## src/hw/rtl/drsq_pkg.sv

```systemverilog
// shared types and constants of the delayed relay switch queue
`timescale 1ns / 1ps

package drsq_pkg;

  // queue geometry
  localparam int NUM_SLOTS = 8;
  localparam int SLOT_W    = 3;
  localparam int CNT_W     = SLOT_W + 1;
  localparam int ADDR_W    = 5;
  localparam int DATA_W    = 64;

  // command byte encoding
  localparam logic [3:0] CMD_ON_NIB   = 4'h9;
  localparam logic [7:0] CMD_EMPTY    = 8'h00;
  localparam logic [7:0] CMD_OFF_BASE = 8'h80;

  // operation codes
  localparam logic OP_TICK = 1'b0;
  localparam logic OP_LOAD = 1'b1;

  // register indexes
  typedef enum logic [1:0] {
    REG_RELAY_MODE  = 2'd0,
    REG_OFF_DELAY   = 2'd1,
    REG_DELAY_BASE  = 2'd2,
    REG_DELAY_COUNT = 2'd3
  } reg_idx_t;

  // input word
  typedef struct packed {
    logic        operation;
    logic [2:0]  slot;
    logic [7:0]  command;
    logic [31:0] due_time;
  } in_word_t;

  // result word
  typedef struct packed {
    logic [7:0] port_state;
    logic       port_changed;
    logic [7:0] fired_slots;
  } out_word_t;

  // one queue entry
  typedef struct packed {
    logic [7:0]  cmd;
    logic [31:0] due;
  } slot_entry_t;

  // configuration registers
  typedef struct packed {
    logic [7:0]  relay_mode;
    logic [7:0]  off_delay_enable;
    logic [31:0] delay_base_nibbles;
    logic [63:0] delay_count_bytes;
  } cfg_t;

  // slot memory access request
  typedef struct packed {
    logic              rd_en;
    logic [SLOT_W-1:0] rd_addr;
    logic              wr_en;
    logic [SLOT_W-1:0] wr_addr;
    slot_entry_t       wr_data;
  } mem_req_t;

endpackage

```

## src/hw/rtl/drsq_regs.sv

```systemverilog
// configuration register file with its bus port
`timescale 1ns / 1ps

module drsq_regs (
  input  logic                        clk,
  input  logic                        rst_n,
  input  logic                        psel,
  input  logic                        penable,
  input  logic                        pwrite,
  input  logic [drsq_pkg::ADDR_W-1:0] paddr,
  input  logic [drsq_pkg::DATA_W-1:0] pwdata,
  output logic [drsq_pkg::DATA_W-1:0] prdata,
  output drsq_pkg::cfg_t              cfg
);

  drsq_pkg::cfg_t     cfg_r;
  drsq_pkg::cfg_t     cfg_nxt;
  drsq_pkg::reg_idx_t idx;
  logic               wr_hit;

  assign idx    = drsq_pkg::reg_idx_t'(paddr[4:3]);
  assign wr_hit = psel & penable & pwrite;

  // write decode
  always_comb begin
    cfg_nxt = cfg_r;
    if (wr_hit) begin
      unique case (idx)
        drsq_pkg::REG_RELAY_MODE:  cfg_nxt.relay_mode         = pwdata[7:0];
        drsq_pkg::REG_OFF_DELAY:   cfg_nxt.off_delay_enable   = pwdata[7:0];
        drsq_pkg::REG_DELAY_BASE:  cfg_nxt.delay_base_nibbles = pwdata[31:0];
        drsq_pkg::REG_DELAY_COUNT: cfg_nxt.delay_count_bytes  = pwdata;
        default:                   cfg_nxt = cfg_r;
      endcase
    end
  end

  // read mux
  always_comb begin
    unique case (idx)
      drsq_pkg::REG_RELAY_MODE:  prdata = {56'd0, cfg_r.relay_mode};
      drsq_pkg::REG_OFF_DELAY:   prdata = {56'd0, cfg_r.off_delay_enable};
      drsq_pkg::REG_DELAY_BASE:  prdata = {32'd0, cfg_r.delay_base_nibbles};
      drsq_pkg::REG_DELAY_COUNT: prdata = cfg_r.delay_count_bytes;
      default:                   prdata = '0;
    endcase
  end

  // register storage
  always_ff @(posedge clk) begin
    if (!rst_n) begin
      cfg_r <= '0;
    end else begin
      cfg_r <= cfg_nxt;
    end
  end

  assign cfg = cfg_r;

endmodule

```

## src/hw/rtl/drsq_slot_mem.sv

```systemverilog
// slot memory: one write and one registered read per cycle, entries read empty until written
`timescale 1ns / 1ps

module drsq_slot_mem (
  input  logic                  clk,
  input  logic                  rst_n,
  input  drsq_pkg::mem_req_t    req,
  output drsq_pkg::slot_entry_t rd_data
);

  drsq_pkg::slot_entry_t                 mem [drsq_pkg::NUM_SLOTS];
  logic [drsq_pkg::NUM_SLOTS-1:0]        vld_r;
  drsq_pkg::slot_entry_t                 rd_data_r;
  logic                                  rd_vld_r;

  // per-entry written flags, cleared at reset
  always_ff @(posedge clk) begin
    if (!rst_n) begin
      vld_r    <= '0;
      rd_vld_r <= 1'b0;
    end else begin
      if (req.wr_en) begin
        vld_r[req.wr_addr] <= 1'b1;
      end
      if (req.rd_en) begin
        rd_vld_r <= vld_r[req.rd_addr];
      end
    end
  end

  // storage array
  always_ff @(posedge clk) begin
    if (req.wr_en) begin
      mem[req.wr_addr] <= req.wr_data;
    end
    if (req.rd_en) begin
      rd_data_r <= mem[req.rd_addr];
    end
  end

  // never-written entry reads as empty
  assign rd_data = rd_vld_r ? rd_data_r : '0;

endmodule

```

## src/hw/rtl/delayed_relay_switch_queue.sv

```systemverilog
// delayed relay switch queue top level: command sequencer and relay port
//
// Input words are taken on start while busy is low. A load word writes one
// queue slot (command byte and 32-bit due time); a tick word advances the
// elapsed counter and then walks the slots 0 to 7, firing each non-empty
// slot whose due time matches and switching the relay port bit.
// Each word gives one result word on out_word, shown for one cycle with
// out_strobe high; the receiver takes it then and cannot hold it off.
// A load's result is registered as its slot is written; a tick's as slot 7 is checked.
// A tick keeps busy high while it walks the slots: one slot memory read is issued per
// cycle and each entry is checked and written back the cycle after its read.
// A load keeps busy high only while it writes its slot. The next word may be accepted in the
// cycle its predecessor's result is shown.
// Configuration goes through the 64-bit register port (pready always high),
// registers at byte addresses 0, 8, 16, 24; write it only while idle.
// Reset clears the counter, the relay port, the registers and empties all
// slots at once through per-slot written flags; no clearing pass is needed.
`timescale 1ns / 1ps

module delayed_relay_switch_queue (
  input  logic                        clk,
  input  logic                        rst_n,
  input  logic                        start,
  output logic                        busy,
  input  drsq_pkg::in_word_t          in_word,
  output logic                        out_strobe,
  output drsq_pkg::out_word_t         out_word,
  input  logic                        psel,
  input  logic                        penable,
  input  logic                        pwrite,
  input  logic [drsq_pkg::ADDR_W-1:0] paddr,
  input  logic [drsq_pkg::DATA_W-1:0] pwdata,
  output logic [drsq_pkg::DATA_W-1:0] prdata,
  output logic                        pready
);

  typedef enum logic [1:0] {
    ST_IDLE,
    ST_LOAD,
    ST_TICK
  } state_t;

  state_t                       state_r, state_nxt;
  logic                         busy_r, busy_nxt;
  logic                         out_strobe_r, out_strobe_nxt;
  drsq_pkg::out_word_t          out_word_r, out_word_nxt;
  drsq_pkg::in_word_t           item_r, item_nxt;
  logic [31:0]                  elapsed_r, elapsed_nxt;
  logic [7:0]                   port_r, port_nxt;
  logic [7:0]                   fired_r, fired_nxt;
  logic [drsq_pkg::CNT_W-1:0]   cnt_r, cnt_nxt;

  drsq_pkg::cfg_t               cfg;
  drsq_pkg::mem_req_t           mem_req;
  drsq_pkg::slot_entry_t        rd_data;

  logic                         accept;
  logic [drsq_pkg::CNT_W-1:0]   cnt_m1;
  logic [drsq_pkg::SLOT_W-1:0]  ev_idx;
  logic                         hit;
  logic                         is_on;
  logic [3:0]                   chan;
  logic [7:0]                   dly_count;
  logic [3:0]                   dly_base;
  logic [31:0]                  dly_ticks;
  logic                         rearm;

  // configuration registers
  drsq_regs u_regs (
    .clk     (clk),
    .rst_n   (rst_n),
    .psel    (psel),
    .penable (penable),
    .pwrite  (pwrite),
    .paddr   (paddr),
    .pwdata  (pwdata),
    .prdata  (prdata),
    .cfg     (cfg)
  );

  // slot queue storage
  drsq_slot_mem u_mem (
    .clk     (clk),
    .rst_n   (rst_n),
    .req     (mem_req),
    .rd_data (rd_data)
  );

  assign accept = start & ~busy_r;

  // decode of the entry read in the previous cycle
  assign cnt_m1    = cnt_r - drsq_pkg::CNT_W'(1);
  assign ev_idx    = cnt_m1[drsq_pkg::SLOT_W-1:0];
  assign hit       = (rd_data.cmd != drsq_pkg::CMD_EMPTY) && (rd_data.due == elapsed_r);
  assign is_on     = rd_data.cmd[7:4] == drsq_pkg::CMD_ON_NIB;
  assign chan      = rd_data.cmd[3:0];
  assign dly_count = cfg.delay_count_bytes[{ev_idx, 3'b000} +: 8];
  assign dly_base  = cfg.delay_base_nibbles[{ev_idx, 2'b00} +: 4];
  assign dly_ticks = {24'd0, dly_count} << dly_base;
  assign rearm     = is_on && cfg.off_delay_enable[ev_idx] && (dly_count != 8'd0);

  // sequencer
  always_comb begin
    state_nxt      = state_r;
    item_nxt       = item_r;
    elapsed_nxt    = elapsed_r;
    port_nxt       = port_r;
    fired_nxt      = fired_r;
    cnt_nxt        = cnt_r;
    out_strobe_nxt = 1'b0;
    out_word_nxt   = out_word_r;
    mem_req        = '0;

    unique case (state_r)
      ST_IDLE: begin
        if (accept) begin
          item_nxt = in_word;
          if (in_word.operation == drsq_pkg::OP_LOAD) begin
            state_nxt = ST_LOAD;
          end else begin
            state_nxt   = ST_TICK;
            elapsed_nxt = elapsed_r + 32'd1;
            cnt_nxt     = '0;
            fired_nxt   = '0;
          end
        end
      end

      ST_LOAD: begin
        // slots past the queue depth are ignored
        if ({1'b0, item_r.slot} < drsq_pkg::CNT_W'(drsq_pkg::NUM_SLOTS)) begin
          mem_req.wr_en       = 1'b1;
          mem_req.wr_addr     = item_r.slot;
          mem_req.wr_data.cmd = item_r.command;
          mem_req.wr_data.due = item_r.due_time;
        end
        out_strobe_nxt = 1'b1;
        out_word_nxt   = '{port_state: port_r, port_changed: 1'b0, fired_slots: 8'd0};
        state_nxt      = ST_IDLE;
      end

      ST_TICK: begin
        // issue the read of the next slot
        if (cnt_r < drsq_pkg::CNT_W'(drsq_pkg::NUM_SLOTS)) begin
          mem_req.rd_en   = 1'b1;
          mem_req.rd_addr = cnt_r[drsq_pkg::SLOT_W-1:0];
        end
        // check and write back the slot read last cycle
        if (cnt_r != '0 && hit) begin
          fired_nxt[ev_idx] = 1'b1;
          if (!chan[3]) begin
            port_nxt[chan[2:0]] = is_on ^ cfg.relay_mode[chan[2:0]];
          end
          mem_req.wr_en   = 1'b1;
          mem_req.wr_addr = ev_idx;
          if (rearm) begin
            mem_req.wr_data.cmd = drsq_pkg::CMD_OFF_BASE | {5'd0, ev_idx};
            mem_req.wr_data.due = elapsed_r + dly_ticks;
          end else begin
            mem_req.wr_data.cmd = drsq_pkg::CMD_EMPTY;
            mem_req.wr_data.due = rd_data.due;
          end
        end
        cnt_nxt = cnt_r + drsq_pkg::CNT_W'(1);
        // last slot checked: report
        if (cnt_r == drsq_pkg::CNT_W'(drsq_pkg::NUM_SLOTS)) begin
          out_strobe_nxt = 1'b1;
          out_word_nxt   = '{port_state: port_nxt, port_changed: (fired_nxt != 8'd0),
                             fired_slots: fired_nxt};
          state_nxt      = ST_IDLE;
        end
      end

      default: state_nxt = ST_IDLE;
    endcase

    busy_nxt = state_nxt != ST_IDLE;
  end

  // state and registered outputs
  always_ff @(posedge clk) begin
    if (!rst_n) begin
      state_r      <= ST_IDLE;
      busy_r       <= 1'b0;
      out_strobe_r <= 1'b0;
      elapsed_r    <= '0;
      port_r       <= '0;
      cnt_r        <= '0;
    end else begin
      state_r      <= state_nxt;
      busy_r       <= busy_nxt;
      out_strobe_r <= out_strobe_nxt;
      elapsed_r    <= elapsed_nxt;
      port_r       <= port_nxt;
      cnt_r        <= cnt_nxt;
    end
    item_r     <= item_nxt;
    fired_r    <= fired_nxt;
    out_word_r <= out_word_nxt;
  end

  assign busy       = busy_r;
  assign out_strobe = out_strobe_r;
  assign out_word   = out_word_r;
  assign pready     = 1'b1;

endmodule

```

## config.mk

```make
export PLATFORM = sky130hd
export DESIGN_NAME = delayed_relay_switch_queue
export DESIGN_NICKNAME = d
export VERILOG_FILES = /design/src/hw/rtl/drsq_pkg.sv /design/src/hw/rtl/drsq_regs.sv /design/src/hw/rtl/drsq_slot_mem.sv /design/src/hw/rtl/delayed_relay_switch_queue.sv
export SDC_FILE = /design/constraint.sdc
export NUM_CORES = 1
export LEC_CHECK = 0
export BUFFER_PORTS_ARGS = -buffer_cell sky130_fd_sc_hd__clkbuf_2
export CAP_MARGIN = 20
export CORE_MARGIN = 8
export CORE_UTILIZATION = 60
export DETAILED_ROUTE_END_ITERATION = 8
export PLACE_DENSITY = 0.79
export SLEW_MARGIN = 20
export SYNTH_ARGS = -nofsm -noshare
export SYNTH_HDL_FRONTEND = slang
export SYNTH_HIERARCHICAL = 1
export SYNTH_SLANG_ARGS = --single-unit
```

## constraint.sdc

```tcl
create_clock -name clk -period 8.7 [get_ports clk]
set_input_delay 1.305 -clock clk [delete_from_list [all_inputs] [get_ports clk]]
set_output_delay 1.305 -clock clk [all_outputs]
set_load 0.01 [all_outputs]
```

==> results of run 1 <==
-- cells in the mapped netlist, types with 8 or more instances --
| library cell | number | area share [%] |
|---|---|---|
| mux2_2 | 58 | 2.4 |
| edfxtp_1 | 428 | 47 |
| and2_1 | 65 | 1.5 |
| and3_1 | 47 | 1.1 |
| o21ai_1 | 16 | 0.29 |
| clkbuf_1 | 59 | 0.81 |
| buf_6 | 19 | 0.78 |
| inv_1 | 16 | 0.22 |
| a32oi_1 | 10 | 0.32 |
| nor4_1 | 13 | 0.30 |
| a31oi_1 | 8 | 0.18 |
| buf_2 | 22 | 0.40 |
| ha_1 | 29 | 1.3 |
| nor2_1 | 100 | 1.4 |
| nand3_1 | 21 | 0.39 |
| a21oi_1 | 43 | 0.79 |
| o21ai_0 | 50 | 0.92 |
| nand4_1 | 14 | 0.32 |
| nor3b_1 | 9 | 0.25 |
| mux2i_1 | 174 | 6.4 |
| xor2_1 | 55 | 1.8 |
| a21o_1 | 12 | 0.33 |
| nor3_1 | 15 | 0.28 |
| mux4_2 | 108 | 8.9 |
| nand2_1 | 276 | 3.8 |
| nand2b_1 | 9 | 0.21 |
| o21a_1 | 12 | 0.33 |
| nor2b_1 | 42 | 0.96 |
| xnor2_1 | 35 | 1.1 |
| buf_4 | 8 | 0.22 |
| dfxtp_1 | 169 | 12 |
-- critical path, delay by kind of cell, from the launching register on --
family	cells	cell delay (ps)
simple gates	3	310
flops	1	410
compound gates	10	3340
buf+inv	1	70
mux	3	1110
fa+ha+maj	2	980
xor+xnor	1	150
-- layout make-up --
| cell class | instances | area, sq um | share of cell area, % |
|---|---|---|---|
| antenna | 1 | 2.50 | 0.00813 |
| timing repair buffer | 234 | 1320 | 4.29 |
| tap | 600 | 751 | 2.44 |
| inverter | 18 | 67.6 | 0.220 |
| clock buffer | 74 | 1550 | 5.05 |
| sequential | 597 | 16200 | 52.8 |
| clock inverter | 36 | 443 | 1.44 |
| multi-input combinational | 1280 | 10400 | 33.8 |
-- per-layer routing --
metal	vias up	share of wire [%]	GRT usage (%)
met1	8605	40	32.6
met3	155	8.3	5.50
met5	-	0.027	0
met2	803	48	40.6
li1	7832	-	-
met4	2	3.5	9.96
-- where the power goes --
group          switching [mW]  leakage [nW]  internal [mW]  total [mW]
logic                   0.176          4.94         0.0895       0.265
clock network            1.08         0.977           1.54        2.61
registers              0.0234          6.03           3.08        3.10
-- kinds of logic after synthesis --
logic type / after synthesis
buffers and inverters: 134
adder cells (fa/ha/maj): 30
multiplexers: 343
flip-flops: 597
AND/OR/NAND/NOR: 631
XOR/XNOR: 91
other: 1
AO/OA/AOI/OAI: 184
-- worst paths after layout --
path	slack, ps	endpoint	startpoint	cells past startpoint
max	2000	u_mem/mem[6][28]$_DFFE_PP_	cnt_r[1]$_SDFFE_PN0P_	20
min	470	u_mem/vld_r[7]$_SDFFE_PN0P_	u_mem/vld_r[7]$_SDFFE_PN0P_	1
max reg2reg	2000	u_mem/mem[6][28]$_DFFE_PP_	cnt_r[1]$_SDFFE_PN0P_	20
min reg2reg	470	u_mem/vld_r[7]$_SDFFE_PN0P_	u_mem/vld_r[7]$_SDFFE_PN0P_	1
-- sequential cells by signal, summed over array words and instances (netlist names) --
signal           flops
busy                 1
cnt_r                4
elapsed_r           32
fired_r              8
item_r              43
out_strobe           1
out_word            17
port_r               8
state_r              2
u_mem/mem          320
u_mem/rd_data_r     40
u_mem/rd_vld_r       1
u_mem/vld_r          8
u_regs/cfg         112
-- metrics by stage --
| stage | worst slack, ps | power (mW) | hold WS, ps | utilization, % |
|---|---|---|---|---|
| after CTS | 2040 | 6.01 | 469 | 68.1 |
| after global routing | 1610 | 6.13 | 488 | 68.2 |
| after floorplan | 2950 | 3.32 | 438 | - |
| final | 2000 | 5.98 | 470 | 68.2 |
| after global placement | 2200 | 3.42 | 447 | 63.6 |
| after detailed placement | 2100 | 3.43 | 455 | 63.6 |
==> flow_summary.yaml, run 1 <==
detailed_routing:
  wl_mm: 67.4
  viasPerCell: 6.13
  ant_nets: 0
  vias: 17400
  first_pass_iters: 5
  drtIter0Drc: 1744
  drc: 0
  routedWlPerCell_microns: 23.7
critical_path:
  worstPathArrival_ps: 7020
  end_kind: "flip-flop"
  cpMostUsedCell: "mux2_2"
  worstSetupPathType: "flip-flop to flip-flop"
  critPathMaxStageDelay_ps: 690
  start_kind: "flip-flop"
  path_cells: "inv_1, ha_2, mux2_2, a221oi_1, a2bb2oi_4, mux2_2, mux2_2, nand2_1, o21a_1, and2_1, ha_1, a21o_1, a21o_1, a21oi_1, o211ai_1, a221o_1, a21oi_1, nor2_1, xnor2_1, o21ai_0"
  cp_max_fo: 17
  crit_required_ps: 9020
  slowest_stage: "ha_2"
synthesis:
  synth_compound_area_share_pct: 4.23
  synthXorXnorAreaFrac_pct: 2.99
  synth_edf_count: 428
  synthDistinctLibCells: 69
  synth.avg_cell_area_sq_um: 13.6
  synth_top_flop_cell: "edfxtp_1"
  synth_top_family_by_area: "multiplexers"
  synthAdderAreaFrac_pct: 1.40
  synth_simple_gate_area_share_pct: 11.1
  synth_seq_cells: 597
  synth_nets: 2160
  syn-cell-area_sq_mm: 0.0273
  synth-seq-area-share_pct: 59.6
  ys.warnings.count: 6
  synth-async-reset-ratio_pct: 0
  muxShareOfSynthArea_pct: 18.0
  syn_inst: 2011
cells_and_area:
  layout_commonest_cell: "edfxtp_1"
  final_cell_area_sq_mm: 0.0308
  syn2layout_area_growth_pct: 12.9
  final_nets: 2338
  instances_no_fill: 2840
  final_cell_mix: "edfxtp_1, nand2_1, clkbuf_2"
  drive_gt1_share_pct: 23.1
  fillers: 3089
cts:
  cts_setup_buffers: 0
  clock-sinks: 597
  cts_tree: "done"
  cts_buffers: 58
  holdBufCountCts: 0
  cts_max_level: 2
  root_buffer: "clkbuf_16"
  cts_resized: 0
  cts_max_path_buffers: 3
  path_clk_slew_ps: 70
  clock_latency_ps: 640
sta:
  worst_pin_slew_ps: 1150
  setup_viol: 0
  max_freq_mhz: 149
  final.min_clock_period_ps: 6700
  finalHoldViolCount: 0
  slew_violations: 0
  fin_crit_sh_pct: 77.0
  rsz0062_at_grt: "false"
  slew_headroom_pct: 23.0
  fin_setup_tns_ps: 0
  fin_skew_ps: 40.6
global_route:
  grt_pass1_vias: 17600
  antenna_found_initial: 2
  grt_max_degree: 105
  grt_first_pass_wirelength_mm: 103
  grt_use_total_pct: 25.0
  overflow: 0
floorplan:
  num_rows: 78
  ios: 203
  die_area_sq_mm: 0.0525
  die_w_microns: 229
  start_util_pct: 60.5
  die_y_microns: 229
  core-area_sq_mm: 0.0451
placement:
  post_dp_cell_area_sq_mm: 0.0287
  hpwl_mm: 44.0
  port_buffers: 198
  gp_congestion: 0.889
  placedCellCount: 2726
worst_hold_path:
  worstHoldPathType: "flip-flop to flip-flop"
flow_run:
  drv_cap: 0
power:
  p_leak_nw: 11.9
  power_density_mw_per_mm2: 194
  ir_drop_mv: 0.195
outcome:
  status: "finished clean"
No activity file was read; power rests on OpenSTA's default activity.
==> run 2, diff against run 1 <==
Settings changed: CORE_UTILIZATION 60 to 55, PLACE_DENSITY 0.79 to 0.76.
Clock period 8.7 ns to 5.5 ns, I/O delays scaled along.
==> flow_summary.yaml, run 2 (synthesis results as in run 1) <==
outcome:
  status: "finished clean"
critical_path:
  cp_max_fo: 8
  end_kind: "flip-flop"
  regToRegEndpoint: "u_mem/mem[7][24]$_DFFE_PP_"
  worstPathArrival_ps: 5750
  start_kind: "flip-flop"
  endpoint: "u_mem/mem[7][24]$_DFFE_PP_"
  r2r_cells: 23
  r2r_start: "cnt_r[1]$_SDFFE_PN0P_"
  worstSetupPathType: "flip-flop to flip-flop"
  crit_required_ps: 5870
  reg2reg_slack_ps: 120
  cp-startpoint: "cnt_r[1]$_SDFFE_PN0P_"
detailed_routing:
  wl_mm: 70.4
  drtIter0Drc: 1614
  wl_met3_mm: 4.90
  wl_met1_mm: 28.8
  viasPerCell: 5.93
  ant_nets: 0
  wl_met2_mm: 34.9
  first_pass_iters: 5
  dr.max_layer_used: "met4"
  routedWlPerCell_microns: 23.4
  drc: 0
  vias: 17900
cts:
  clock-sinks: 597
  clock_latency_ps: 630
  cts_buffers: 61
  cts_max_path_buffers: 3
  root_buffer: "clkbuf_16"
  path_clk_slew_ps: 60
  cts_tree: "done"
  cts_max_level: 2
sta:
  setup_viol: 0
  max_freq_mhz: 186
  fin_skew_ps: 29.1
  worst_pin_slew_ps: 1120
  rsz0062_at_grt: "true"
  fin_ws_ps: 120
  fin_crit_sh_pct: 97.8
  slew_violations: 0
  slew_headroom_pct: 24.5
  final.min_clock_period_ps: 5380
  finalHoldViolCount: 0
floorplan:
  die_y_microns: 239
  core-area_sq_mm: 0.0490
  ios: 203
  start_util_pct: 55.7
  die_w_microns: 239
  die_area_sq_mm: 0.0569
  num_rows: 81
global_route:
  overflow: 0
  antenna_found_initial: 0
  grt_use_total_pct: 24.1
  grt_first_pass_wirelength_mm: 107
  grt_max_degree: 125
  grt_pass1_vias: 18100
cells_and_area:
  largest-register: "u_mem/mem"
  final_cell_mix: "edfxtp_1, nand2_1, clkbuf_2"
  layout_commonest_cell: "edfxtp_1"
  syn2layout_area_growth_pct: 17.4
  drive_gt1_share_pct: 28.2
  final_cell_area_sq_mm: 0.0320
  final_nets: 2447
  antenna_cells: 0
  largest_register_ffs: 320
power:
  power_density_mw_per_mm2: 300
  ir_drop_mv: 0.314
  p_leak_nw: 12.6
  finalPower_mw: 9.61
placement:
  gp_congestion: 0.937
  dp_slack_ps: -496
  post_dp_cell_area_sq_mm: 0.0297
  hpwl_mm: 47.2
  port_buffers: 198
worst_hold_path:
  worstHoldPathType: "input pin to flip-flop"
flow_run:
  drv_cap: 0
## run 2: worst min path at each step
stage                                start                           to  cells after the start
6_report                       in_word[28]         item_r[28]$_DFFE_PP_                      1
3_3_place_gp   u_mem/vld_r[6]$_SDFFE_PN0P_  u_mem/vld_r[6]$_SDFFE_PN0P_                      1
4_1_cts                        in_word[28]         item_r[28]$_DFFE_PP_                      1
2_1_floorplan  u_regs/cfg[51]$_SDFFE_PN0P_  u_regs/cfg[51]$_SDFFE_PN0P_                      2
3_5_place_dp   u_mem/vld_r[5]$_SDFFE_PN0P_  u_mem/vld_r[5]$_SDFFE_PN0P_                      1
5_1_grt                        in_word[28]         item_r[28]$_DFFE_PP_                      1
## run 2: power by group
group	leakage, nW	internal (mW)	switching, mW
combinational	5.60	0.160	0.289
clock	1.00	2.52	1.73
sequential	6.03	4.87	0.0428
total	12.6	7.55	2.06
## run 2: area by class of cell
cell class,instances,area [sq um]
inverters,18,67.6
multi-input cells,1280,10600
well taps,664,831
fillers,3437,16900
clock buffers,71,1570
flip-flops and latches,597,16200
clock inverters,43,498
repair buffers,340,2210
## run 2: through the flow
step	cells	util [%]	hold WS (ps)	TNS [ps]
floorplan	2011	-	438	0
global placement	2890	60.6	446	-7540
detailed placement	2890	60.6	457	-23760
CTS	3006	65.0	336	0
global route	3013	65.4	346	-2390
finish	3013	65.4	371	0
## run 2: what timing repair did
| action | in CTS | in global routing |
|---|---|---|
| pin swaps | 4 | 16 |
| buffers inserted | 2 | 7 |
| endpoints found under the setup margin | 128 | 206 |
| gates resized for setup | 24 | 32 |
| hold buffers | 0 | 0 |
| hold endpoints to repair | 0 | 0 |
## run 2: routing by layer
| metal | vias up | global-route usage (%) |
|---|---|---|
| li1 | 8061 | - |
| met1 | 8976 | 32.1 |
| met2 | 724 | 40.7 |
| met3 | 121 | 3.55 |
| met4 | 0 | 7.67 |
| met5 | - | 0 |
## run 2: critical path, stage by stage (launching register included)
cell and delay, ps:
dfxtp_2 330, inv_1 70, ha_4 300, mux2_2 340, a221oi_2 260, buf_4 150, a2bb2oi_4 250, buf_4 170
mux2i_2 230, mux2i_1 120, or3_1 330, o21ai_2 90, ha_2 210, a21o_1 160, o211ai_1 120, or4b_2 670
o211ai_1 210, a221o_1 230, a21oi_1 80, buf_4 160, nor2b_1 160, xnor2_1 190, o21ai_2 100, buf_4 180
